### config.mk
export PLATFORM = sky130hd
export DESIGN_NAME = trailing_moving_average_flat
export DESIGN_NICKNAME = d
export VERILOG_FILES = /design/src/rtl/tma_pkg.sv /design/src/rtl/tma_if.sv /design/src/rtl/tma_window.sv /design/src/rtl/tma_div.sv /design/src/rtl/trailing_moving_average.sv /design/src/flat_wrapper.sv
export SDC_FILE = /design/constraint.sdc
export NUM_CORES = 1
export LEC_CHECK = 0
export ABC_AREA = 1
export ABC_CLOCK_PERIOD_IN_PS = 3700
export BUFFER_PORTS_ARGS = -buffer_cell sky130_fd_sc_hd__buf_2
export CORE_UTILIZATION = 23
export DETAILED_ROUTE_END_ITERATION = 6
export MAX_ROUTING_LAYER = met4
export PLACE_DENSITY = 0.4
export SLEW_MARGIN = 20
export SYNTH_ARGS = -nofsm -noshare
export SYNTH_HDL_FRONTEND = slang
export SYNTH_SLANG_ARGS = --single-unit
### constraint.sdc
create_clock -name i_clk -period 3.7 [get_ports i_clk]
set_input_delay 1.11 -clock i_clk [delete_from_list [all_inputs] [get_ports i_clk]]
set_output_delay 1.11 -clock i_clk [all_outputs]
set_load 0.01 [all_outputs]
### src/rtl/tma_pkg.sv
package tma_pkg;

    localparam int WINDOW_MAX  = 64;
    localparam int SAMPLE_BITS = 16;
    localparam int CFG_BITS    = 7;

    localparam int PTR_BITS = $clog2(WINDOW_MAX);
    localparam int LEN_BITS = $clog2(WINDOW_MAX + 1);
    localparam int SUM_BITS = SAMPLE_BITS + LEN_BITS;
    localparam int MAG_BITS = SUM_BITS - 1;
    localparam int CNT_BITS = $clog2(MAG_BITS + 1);
    localparam int LIM_BITS = (LEN_BITS > CFG_BITS) ? LEN_BITS : CFG_BITS;

    typedef struct packed {
        logic [SAMPLE_BITS-1:0] sample;
        logic [PTR_BITS-1:0]    wr_ptr;
        logic [LEN_BITS-1:0]    len;
    } t_win_req;

endpackage

### src/rtl/tma_if.sv
interface tma_in_if import tma_pkg::*; ();
    logic                   valid;
    logic                   ready;
    logic [SAMPLE_BITS-1:0] sample;
    logic                   first_sample;

    modport source (output valid, output sample, output first_sample, input ready);
    modport sink   (input valid, input sample, input first_sample, output ready);
endinterface

interface tma_out_if import tma_pkg::*; ();
    logic                   valid;
    logic                   ready;
    logic [SAMPLE_BITS-1:0] average;

    modport source (output valid, output average, input ready);
    modport sink   (input valid, input average, output ready);
endinterface

### src/rtl/tma_window.sv
module tma_window import tma_pkg::*; (
    input  logic                i_clk,
    input  logic                i_rst_n,
    input  logic                i_start,
    input  t_win_req            i_req,
    output logic                o_done,
    output logic [SUM_BITS-1:0] o_sum
);

    typedef enum logic [2:0] {
        W_IDLE  = 3'b001,
        W_READ  = 3'b010,
        W_DRAIN = 3'b100
    } t_win_state;

    t_win_state             r_state, n_state;
    logic [SAMPLE_BITS-1:0] r_mem [WINDOW_MAX];
    logic [SAMPLE_BITS-1:0] r_rd_data;
    logic                   r_rd_vld;
    logic [PTR_BITS-1:0]    r_ptr;
    logic [LEN_BITS-1:0]    r_left;
    logic [SUM_BITS-1:0]    r_sum;
    logic                   r_done;
    logic                   w_take;

    assign w_take = i_start && (r_state == W_IDLE);

    always_comb begin
        n_state = r_state;
        case (r_state)
            W_IDLE:  if (i_start) n_state = W_READ;
            W_READ:  if (r_left == LEN_BITS'(1)) n_state = W_DRAIN;
            W_DRAIN: n_state = W_IDLE;
            default: n_state = W_IDLE;
        endcase
    end

    always_ff @(posedge i_clk) begin
        if (w_take) begin
            r_mem[i_req.wr_ptr] <= i_req.sample;
        end
    end

    always_ff @(posedge i_clk) begin
        if (r_state == W_READ) begin
            r_rd_data <= r_mem[r_ptr];
        end
    end

    always_ff @(posedge i_clk) begin
        if (!i_rst_n) begin
            r_state  <= W_IDLE;
            r_rd_vld <= 1'b0;
            r_done   <= 1'b0;
        end else begin
            r_state  <= n_state;
            r_rd_vld <= (r_state == W_READ);
            r_done   <= (r_state == W_DRAIN);
        end
    end

    // newest entry first, walking back through the delay line
    always_ff @(posedge i_clk) begin
        if (w_take) begin
            r_ptr  <= i_req.wr_ptr;
            r_left <= i_req.len;
            r_sum  <= '0;
        end else begin
            if (r_state == W_READ) begin
                r_ptr  <= (r_ptr == '0) ? PTR_BITS'(WINDOW_MAX - 1) : r_ptr - 1'b1;
                r_left <= r_left - 1'b1;
            end
            if (r_rd_vld) begin
                r_sum <= r_sum + {{(SUM_BITS-SAMPLE_BITS){r_rd_data[SAMPLE_BITS-1]}},
                                  r_rd_data};
            end
        end
    end

    assign o_done = r_done;
    assign o_sum  = r_sum;

endmodule

### src/rtl/tma_div.sv
module tma_div import tma_pkg::*; (
    input  logic                   i_clk,
    input  logic                   i_rst_n,
    input  logic                   i_start,
    input  logic [SUM_BITS-1:0]    i_sum,
    input  logic [LEN_BITS-1:0]    i_len,
    output logic                   o_done,
    output logic [SAMPLE_BITS-1:0] o_quot
);

    logic                r_busy;
    logic                r_done;
    logic                r_neg;
    logic [CNT_BITS-1:0] r_cnt;
    logic [MAG_BITS-1:0] r_q;
    logic [LEN_BITS-1:0] r_rem;
    logic [LEN_BITS-1:0] r_div;
    logic [SUM_BITS-1:0] w_abs;
    logic [LEN_BITS:0]   w_trial;
    logic [LEN_BITS:0]   w_diff;
    logic                w_ge;
    logic [MAG_BITS-1:0] w_quot;

    assign w_abs   = i_sum[SUM_BITS-1] ? (~i_sum + 1'b1) : i_sum;
    assign w_trial = {r_rem, r_q[MAG_BITS-1]};
    assign w_diff  = w_trial - {1'b0, r_div};
    assign w_ge    = (w_trial >= {1'b0, r_div});

    always_ff @(posedge i_clk) begin
        if (!i_rst_n) begin
            r_busy <= 1'b0;
            r_done <= 1'b0;
        end else begin
            r_done <= 1'b0;
            if (i_start) begin
                r_busy <= 1'b1;
            end else if (r_busy && (r_cnt == CNT_BITS'(1))) begin
                r_busy <= 1'b0;
                r_done <= 1'b1;
            end
        end
    end

    // restoring division on the magnitude, one quotient bit per cycle
    always_ff @(posedge i_clk) begin
        if (i_start) begin
            r_neg <= i_sum[SUM_BITS-1];
            r_q   <= w_abs[MAG_BITS-1:0];
            r_rem <= '0;
            r_div <= i_len;
            r_cnt <= CNT_BITS'(MAG_BITS);
        end else if (r_busy) begin
            r_rem <= w_ge ? w_diff[LEN_BITS-1:0] : w_trial[LEN_BITS-1:0];
            r_q   <= {r_q[MAG_BITS-2:0], w_ge};
            r_cnt <= r_cnt - 1'b1;
        end
    end

    assign w_quot = r_neg ? (~r_q + 1'b1) : r_q;
    assign o_done = r_done;
    assign o_quot = w_quot[SAMPLE_BITS-1:0];

endmodule

### src/rtl/trailing_moving_average.sv
// Each item is summed over len delay-line entries and then divided by len, where
//   len = max(1, min(index, window_length)), so 1 to 64.
// One item in flight at a time: input ready only when idle; the window sum reads one delay-line
//   entry per cycle and the divider produces one quotient bit per cycle.
// Reset: synchronous; control state, index, write pointer cleared, window_length = 1.
//   The delay line is not cleared.
module trailing_moving_average import tma_pkg::*; (
    input  logic                i_clk,
    input  logic                i_rst_n,
    input  logic                i_cfg_we,
    input  logic [CFG_BITS-1:0] i_cfg_wdata,
    tma_in_if.sink              i_in,
    tma_out_if.source           o_out
);

    typedef enum logic [3:0] {
        T_IDLE = 4'b0001,
        T_SUM  = 4'b0010,
        T_DIV  = 4'b0100,
        T_PUT  = 4'b1000
    } t_top_state;

    t_top_state             r_state, n_state;
    logic [CFG_BITS-1:0]    r_win_len;
    logic [LEN_BITS-1:0]    r_idx;
    logic [PTR_BITS-1:0]    r_wr_ptr;
    logic [LEN_BITS-1:0]    r_len;
    logic                   r_out_vld;
    logic [SAMPLE_BITS-1:0] r_out_avg;

    logic                   w_accept;
    logic [LEN_BITS-1:0]    w_n;
    logic [LIM_BITS-1:0]    w_cfg_ext;
    logic [LIM_BITS-1:0]    w_lim;
    logic [LIM_BITS-1:0]    w_n_ext;
    logic [LIM_BITS-1:0]    w_len_ext;
    logic [LEN_BITS-1:0]    w_len;
    t_win_req               w_req;
    logic                   w_win_done;
    logic [SUM_BITS-1:0]    w_sum;
    logic                   w_div_start;
    logic                   w_div_done;
    logic [SAMPLE_BITS-1:0] w_quot;
    logic                   w_out_free;
    logic                   w_load;

    assign i_in.ready = (r_state == T_IDLE);
    assign w_accept   = i_in.valid && i_in.ready;

    always_comb begin
        w_n       = i_in.first_sample ? '0 : r_idx;
        w_cfg_ext = LIM_BITS'(r_win_len);
        w_lim     = (w_cfg_ext > LIM_BITS'(WINDOW_MAX)) ? LIM_BITS'(WINDOW_MAX) : w_cfg_ext;
        w_n_ext   = LIM_BITS'(w_n);
        w_len_ext = (w_n_ext < w_lim) ? w_n_ext : w_lim;
        if (w_len_ext == '0) begin
            w_len_ext = LIM_BITS'(1);
        end
        w_len = w_len_ext[LEN_BITS-1:0];
    end

    assign w_req.sample = i_in.sample;
    assign w_req.wr_ptr = r_wr_ptr;
    assign w_req.len    = w_len;

    tma_window u_window (
        .i_clk   (i_clk),
        .i_rst_n (i_rst_n),
        .i_start (w_accept),
        .i_req   (w_req),
        .o_done  (w_win_done),
        .o_sum   (w_sum)
    );

    assign w_div_start = (r_state == T_SUM) && w_win_done;

    tma_div u_div (
        .i_clk   (i_clk),
        .i_rst_n (i_rst_n),
        .i_start (w_div_start),
        .i_sum   (w_sum),
        .i_len   (r_len),
        .o_done  (w_div_done),
        .o_quot  (w_quot)
    );

    assign w_out_free = !r_out_vld || o_out.ready;
    assign w_load     = w_out_free &&
                        (((r_state == T_DIV) && w_div_done) || (r_state == T_PUT));

    always_comb begin
        n_state = r_state;
        case (r_state)
            T_IDLE:  if (w_accept) n_state = T_SUM;
            T_SUM:   if (w_win_done) n_state = T_DIV;
            T_DIV:   if (w_div_done) n_state = w_out_free ? T_IDLE : T_PUT;
            T_PUT:   if (w_out_free) n_state = T_IDLE;
            default: n_state = T_IDLE;
        endcase
    end

    always_ff @(posedge i_clk) begin
        if (!i_rst_n) begin
            r_state   <= T_IDLE;
            r_win_len <= CFG_BITS'(1);
            r_idx     <= '0;
            r_wr_ptr  <= '0;
            r_out_vld <= 1'b0;
        end else begin
            r_state <= n_state;
            if (i_cfg_we) begin
                r_win_len <= i_cfg_wdata;
            end
            if (w_accept) begin
                r_idx    <= (w_n < LEN_BITS'(WINDOW_MAX)) ? w_n + 1'b1
                                                          : LEN_BITS'(WINDOW_MAX);
                r_wr_ptr <= (r_wr_ptr == PTR_BITS'(WINDOW_MAX - 1)) ? '0
                                                                    : r_wr_ptr + 1'b1;
            end
            if (w_load) begin
                r_out_vld <= 1'b1;
            end else if (o_out.ready) begin
                r_out_vld <= 1'b0;
            end
        end
    end

    always_ff @(posedge i_clk) begin
        if (w_accept) begin
            r_len <= w_len;
        end
        if (w_load) begin
            r_out_avg <= w_quot;
        end
    end

    assign o_out.valid   = r_out_vld;
    assign o_out.average = r_out_avg;

    a_busy_after_transfer: assert property (@(posedge i_clk) disable iff (!i_rst_n)
        w_accept |=> !i_in.ready)
        else $error("input ready while an item is in flight");

    a_win_done_in_sum: assert property (@(posedge i_clk) disable iff (!i_rst_n)
        w_win_done |-> (r_state == T_SUM))
        else $error("window sum finished outside the sum phase");

    a_div_done_in_div: assert property (@(posedge i_clk) disable iff (!i_rst_n)
        w_div_done |-> (r_state == T_DIV))
        else $error("divider finished outside the divide phase");

    a_out_from_div: assert property (@(posedge i_clk) disable iff (!i_rst_n)
        $rose(o_out.valid) |-> $past((r_state == T_DIV) || (r_state == T_PUT)))
        else $error("output valid without a finished quotient");

    a_idx_saturates: assert property (@(posedge i_clk) disable iff (!i_rst_n)
        r_idx <= LEN_BITS'(WINDOW_MAX))
        else $error("series index beyond the window maximum");

endmodule
### src/flat_wrapper.sv
// flat-port wrapper written by rule: the top's interface ports become plain ports
module trailing_moving_average_flat import tma_pkg::*;
  (i_clk, i_rst_n, i_cfg_we, i_cfg_wdata, i_in_valid, i_in_sample, i_in_first_sample, i_in_ready, o_out_valid, o_out_average, o_out_ready);
  tma_in_if i_in_i ();
  tma_out_if o_out_i ();
  input  logic i_clk;
  input  logic i_rst_n;
  input  logic i_cfg_we;
  input  logic [CFG_BITS-1:0] i_cfg_wdata;
  input wire logic [$bits(i_in_i.valid)-1:0] i_in_valid;
  input wire logic [$bits(i_in_i.sample)-1:0] i_in_sample;
  input wire logic [$bits(i_in_i.first_sample)-1:0] i_in_first_sample;
  output wire logic [$bits(i_in_i.ready)-1:0] i_in_ready;
  output wire logic [$bits(o_out_i.valid)-1:0] o_out_valid;
  output wire logic [$bits(o_out_i.average)-1:0] o_out_average;
  input wire logic [$bits(o_out_i.ready)-1:0] o_out_ready;
  assign i_in_i.valid = i_in_valid;
  assign i_in_i.sample = i_in_sample;
  assign i_in_i.first_sample = i_in_first_sample;
  assign i_in_ready = i_in_i.ready;
  assign o_out_valid = o_out_i.valid;
  assign o_out_average = o_out_i.average;
  assign o_out_i.ready = o_out_ready;
  trailing_moving_average u_core (.i_clk(i_clk), .i_rst_n(i_rst_n), .i_cfg_we(i_cfg_we), .i_cfg_wdata(i_cfg_wdata), .i_in(i_in_i), .o_out(o_out_i));
endmodule
Word-level counts from Yosys, hierarchy flattened

Memories as Yosys holds them, arrays and structs flattened. A register that Yosys moved wholly into a read port is not among the register bits.
Index checks and enable logic that the tools add are counted.

Logic and storage cells: 103
Memories kept: 1
Input bits: 29
RAM bits: 1024
Bits in registers: 133
Output and inout port bits: 18

$lt $le $gt $ge: 4
Reductions and logical operators: 18
Multiplexer cells: 32
Bitwise gates (word level): 3
$add $sub $neg: 9
Equal/unequal tests: 16

Memory list:

| name                  | words | bits a word | rd ports | clocked after memory_dff | wr ports | line             | source |
|---|---|---|---|---|---|---|---|
| u_core.u_window.r_mem | 64    | 16          | 1        | 1                        | 1        | tma_window.sv:17 | `logic [SAMPLE_BITS-1:0] r_mem [WINDOW_MAX];` |

Operator list:

| cell                                                               | number |
|---|---|
| 22-bit two-way mux                                                 | 3 |
| 7-bit two-way mux                                                  | 8 |
| 6-bit two-way mux                                                  | 4 |
| 23-bit adder                                                       | 1 |
| 22-bit by 1-bit adder with 22-bit output, second input constant    | 1 |
| 22-bit NOT                                                         | 1 |
| 4-bit two-way mux                                                  | 5 |
| 16-bit by 1-bit adder with 16-bit output, second input constant    | 1 |
| 16-bit two-way mux                                                 | 1 |
| 16-bit NOT                                                         | 1 |
| 4-bit one-hot mux with 4 select lines                              | 1 |
| 2-bit != test, second input constant                               | 5 |
| 8-bit by 7-bit >= comparator with 1-bit output                     | 1 |
| 2-bit nonzero test                                                 | 4 |
| 7-bit by 1-bit adder with 7-bit output, second input constant      | 1 |
| 7-bit by 1-bit == test with 1-bit output, second input constant    | 1 |
| 7-bit > comparator, second input constant                          | 1 |
| 7-bit logical NOT                                                  | 1 |
| 7-bit < comparator                                                 | 1 |
| 7-bit < comparator, second input constant                          | 1 |
| 1-bit two-way mux                                                  | 7 |
| 7-bit by 1-bit subtractor with 7-bit output, second input constant | 1 |
| 7-bit subtractor                                                   | 1 |
| 6-bit by 1-bit adder with 6-bit output, second input constant      | 1 |
| 22 further kinds                                                   | 29 |

Longest topological paths before layout

Depth after elaboration: 7
Gate-level depth with buffers: 17
Mapped depth without buffers: 17

Hierarchy

From an unflattened synthesis, not the netlist that was laid out.

Cells, all modules: 4706
Area, all modules: 50527.2 sq um

By module, submodules not included:

| module                  | sequential area each (sq um) | cells an instance | times used | area an instance (sq um) |
|---|---|---|---|---|
| tma_window              | 32180.9                      | 4044              | 1          | 45279.7 |
| tma_div                 | 1181.1                       | 407               | 1          | 3000.4 |
| trailing_moving_average | 1191.1                       | 255               | 1          | 2247.2 |

Least setup slack after synthesis

OpenSTA, ideal clock, no wires.

Path type: input port to flip-flop
Start: in i_in_valid
End: mem u_core.u_window.r_mem[24][0] (enable)
Setup slack: -0.057 ns
Stages on the path: 8
Buffers on the path: 0
Setup time: 0.430 ns
Arrival: 3.327 ns
Required time: 3.270 ns
Cell sequence: inv_1 -> nor2_2 -> inv_2 -> nor2_8 -> inv_2 -> nor2_2 -> nand3_2 -> nor4_1

Word-level cells in the longest chain between the ends: 4

Ends and longest elaborated chain:

| item                                    | line                          | source |
|---|---|---|
| start, declared                         | flat_wrapper.sv:10            | `input wire logic [$bits(i_in_i.valid)-1:0] i_in_valid;` |
| 1-bit logical AND                       | trailing_moving_average.sv:48 | `assign w_accept = i_in.valid && i_in.ready;` |
| 1-bit logical AND                       | tma_window.sv:26              | `assign w_take = i_start && (r_state == W_IDLE);` |
| 1-bit two-way mux                       | tma_window.sv:39              | `if (w_take) begin` |
| 1-bit two-way mux (implied by the code) | tma_window.sv:40              | `r_mem[i_req.wr_ptr] <= i_req.sample;` |
| end, declared                           | tma_window.sv:17              |  |

No other way between the ends.

==> results.yml <==
routing:
  wirelength_um: 154000
  drtAntennaViolNets: 0
  drc_errors: 0
  dr.pass1.iters: 6
  vias: 32300
  drt_iter0_drc: 2735
  routed_via_density: 4.53
  wire_per_inst_um: 21.6
critical_path:
  start_kind: "register"
  slowest_delay_ps: 430
  worst-path-stages: 9
  cp_top_family: "buffers and inverters"
  path_cells: "buf_4 > buf_4 > buf_4 > o21ai_0 > o22ai_1 > nand2_1 > nand4_1 > nand3_1 > nand2_1"
  reg2reg_depth: 9
  critPathCaptureType: "register"
  critPathArrivalTime_ps: 3550
  crit_top_cell: "buf_4"
  cp_slowest_cell: "buf_4"
  cp.required_ps: 4330
  r2r-start: "u_core.u_window.r_ptr[0]"
  worstPathBufferInverterCount: 3
  crit_type: "register to register"
  worstPathMaxFanout: 31
  startpoint: "u_core.u_window.r_ptr[0]"
sta:
  fmax_mhz: 343
  worst_slack_ps: 782
  tightest_slew_ps: 1110
  finalCritPeriodShare_pct: 78.9
  rsz0062_at_grt: "false"
  slew_viol_final: 0
  worst_slew_margin_rel_pct: 25.8
  fin_skew_ps: 31.1
  setup-violations-final: 0
  period_needed_ps: 2920
  finalHoldViolations: 0
synthesis:
  synth_top_area_share_pct: 68.0
  syn_area_mm2: 0.0489
  synthFlopType: "edfxtp_1"
  ys_warn_count: 0
  synth_largest_area_cell: "edfxtp_1"
  synth.avg_cell_area_um2: 11.9
  synth_cells: 4115
  synth_area_leaders: "edfxtp_1 (68%), o21ai_0 (5.9%), nor2_1 (5.9%)"
  yosysMostFrequentCell: "edfxtp_1"
  synth_edf_count: 1106
  yosysSeqAreaShare_pct: 70.7
  ys_ff_latch: 1173
  async_flop_share_pct: 0
  synth_cell_types: 54
  synth_common_cells: "edfxtp_1 (1106), nor2_1 (771), o21ai_0 (580)"
  synth_fp_nets: 4191
grt:
  grt_pass1_wl_um: 223000
  track_usage_pct: 14.5
  grt_pass1_vias: 31500
  antenna_found_initial: 5
  grt-ovfl-total: 0
  grt_max_degree: 145
pwr:
  p_leak_nw: 19.1
  switching_power_w: 0.0102
  pwr-share-comb_pct: 18.4
  switching_share_pct: 29.7
  vdd.ir_drop.worst_mv: 0.530
  p_seq_share_pct: 43.4
  p_per_area_mw_per_mm2: 594
  power.total_w: 0.0342
  p_int_w: 0.0240
  clkPwrFrac_pct: 38.1
floorplanning:
  die_h_um: 463
  num_rows: 168
  die_w_um: 463
  ioPinCount: 47
  coreArea_mm2: 0.210
  start_util_pct: 23.2
  die-area_mm2: 0.214
clock_tree:
  cts_tree: "done"
  root_buffer: "clkbuf_16"
  clkSinkCount: 1173
  ctsHtreeMaxLevel: 4
  clkLatencyLatePin_ps: 770
  hold_buffers: 0
  cts_resized: 0
  cts_buffers: 134
  cts_setup_buffers: 0
  clk_path_buf_depth: 3
  cts.clk_slew.worst_paths_ps: 60
placement:
  dp.cells: 6896
  dp_hpwl_um: 94200
  io_buffers: 46
  pre_cts_ws_ps: 511
  gp_congestion: 0.804
layout:
  final_cells: 7137
  drive_above_1_share_pct: 10.1
  fillCellCount: 21800
  nets: 4303
  area_growth_pct: 17.7
run_status:
  status: "finished, final reports clean"
hold_path:
  hp-start: "u_core.r_len[0]"
  hold_path_depth: 0
  holdCritPathClass: "register to register"
flow_run:
  drv_cap: 0
[layout make-up]
| cell class | instances | area, µm² | share of cell area, % |
|---|---|---|---|
| timing repair buffer | 218 | 1950 | 3.38 |
| inverter | 176 | 686 | 1.19 |
| clock inverter | 59 | 589 | 1.02 |
| tap | 2805 | 3510 | 6.10 |
| antenna | 4 | 10.0 | 0.0174 |
| multi-input combinational | 2524 | 12600 | 21.9 |
| clock buffer | 178 | 3620 | 6.30 |
| sequential | 1173 | 34600 | 60.1 |
[worst paths after layout]
kind | end | slack, ps
worst min register to register | u_core.u_div.r_div[0] | 420
worst min-delay path | u_core.u_div.r_div[0] | 420
worst max register to register | u_core.u_window.r_rd_data[10] | 780
worst max-delay path | u_core.u_window.r_rd_data[10] | 780
[placed cells by master, fill, tap and decap left out, types with 3 or more instances in the layout]
| cell type | count |
|---|---|
| o21ai_0 | 580 |
| diode_2 | 4 |
| ha_1 | 45 |
| nor2_1 | 758 |
| a21o_1 | 3 |
| o21ai_1 | 43 |
| inv_1 | 166 |
| nor4_2 | 7 |
| a31oi_1 | 6 |
| a21oi_1 | 104 |
| nand2_2 | 4 |
| buf_2 | 46 |
| clkinv_1 | 29 |
| o21bai_1 | 3 |
| buf_12 | 34 |
| xor2_1 | 40 |
| clkinv_2 | 15 |
| nor2_2 | 15 |
| inv_2 | 3 |
| edfxtp_1 | 1106 |
| o22ai_1 | 135 |
| nand2_1 | 376 |
| xnor2_1 | 7 |
| o221ai_1 | 37 |
| nand4_1 | 52 |
| inv_6 | 4 |
| a22oi_1 | 4 |
| clkbuf_1 | 39 |
| nor3_1 | 21 |
| nor4_1 | 3 |
| or2_2 | 4 |
| buf_4 | 138 |
| bufinv_16 | 10 |
| clkbuf_16 | 139 |
| nand3_1 | 151 |
| clkinv_8 | 5 |
| dfxtp_1 | 67 |
| o211ai_1 | 99 |
[power groups by stage]
stage	Sequential, W	Combinational, W	Clock (W)
2_1_floorplan	0.0151	0.00361	0
3_3_place_gp	0.0151	0.00638	0
3_5_place_dp	0.0151	0.00638	0
4_1_cts	0.0148	0.00639	0.0134
5_1_grt	0.0149	0.00688	0.0138
6_report	0.0148	0.00630	0.0130
[flip-flops by register name, indices dropped and copies added (netlist names)]
signal	count
u_core.o_out.average	16
u_core.u_div.o_done	1
u_core.u_div.r_div	7
u_core.u_window.r_rd_vld	1
u_core.u_div.r_rem	7
u_core.r_idx	7
u_core.u_window.r_rd_data	16
u_core.u_window.r_state	3
u_core.u_div.r_neg	1
u_core.r_len	7
u_core.u_window.r_left	7
u_core.u_div.r_q	22
u_core.o_out.valid	1
u_core.u_window.r_mem	1024
u_core.r_state	4
u_core.u_window.o_sum	23
u_core.u_window.o_done	1
u_core.r_wr_ptr	6
u_core.u_div.r_cnt	5
u_core.u_div.r_busy	1
u_core.r_win_len	7
u_core.u_window.r_ptr	6
[stage by stage]
| stage | utilization [%] | cell area (µm²) | setup TNS [ps] | hold WS, ps |
|---|---|---|---|---|
| global placement | 25.3 | 53300 | 0 | 409 |
| floorplan | - | 48900 | -4630 | 398 |
| global route | 27.3 | 57500 | 0 | 437 |
| detailed placement | 25.3 | 53300 | 0 | 411 |
| finish | 27.3 | 57500 | 0 | 420 |
| CTS | 27.3 | 57500 | 0 | 422 |
[logic make-up (layout without fill, tap and decap cells)]
kind of cell / count (synthesis) / after routing / share of synthesized area [%]
adder cells (fa/ha/maj): 47 / 47 / 1.23
flip-flops: 1173 / 1173 / 70.7
buffers and inverters: 418 / 631 / 3.68
AO/OA/AOI/OAI: 1028 / 1028 / 11.8
XOR/XNOR: 47 / 47 / 0.842
AND/OR/NAND/NOR: 1402 / 1402 / 11.7
other: 0 / 4 / 0
[per-layer routing]
metal  part of all wire [%]  vias to the layer above  GRT usage (%)
met4                    1.6                        0           3.21
met2                     46                      705           22.3
li1                       -                    15200              -
met5                      0                        -              -
met3                    4.3                      180           2.11
met1                     48                    16300           20.0
No activity file was read; power rests on OpenSTA's default activity.
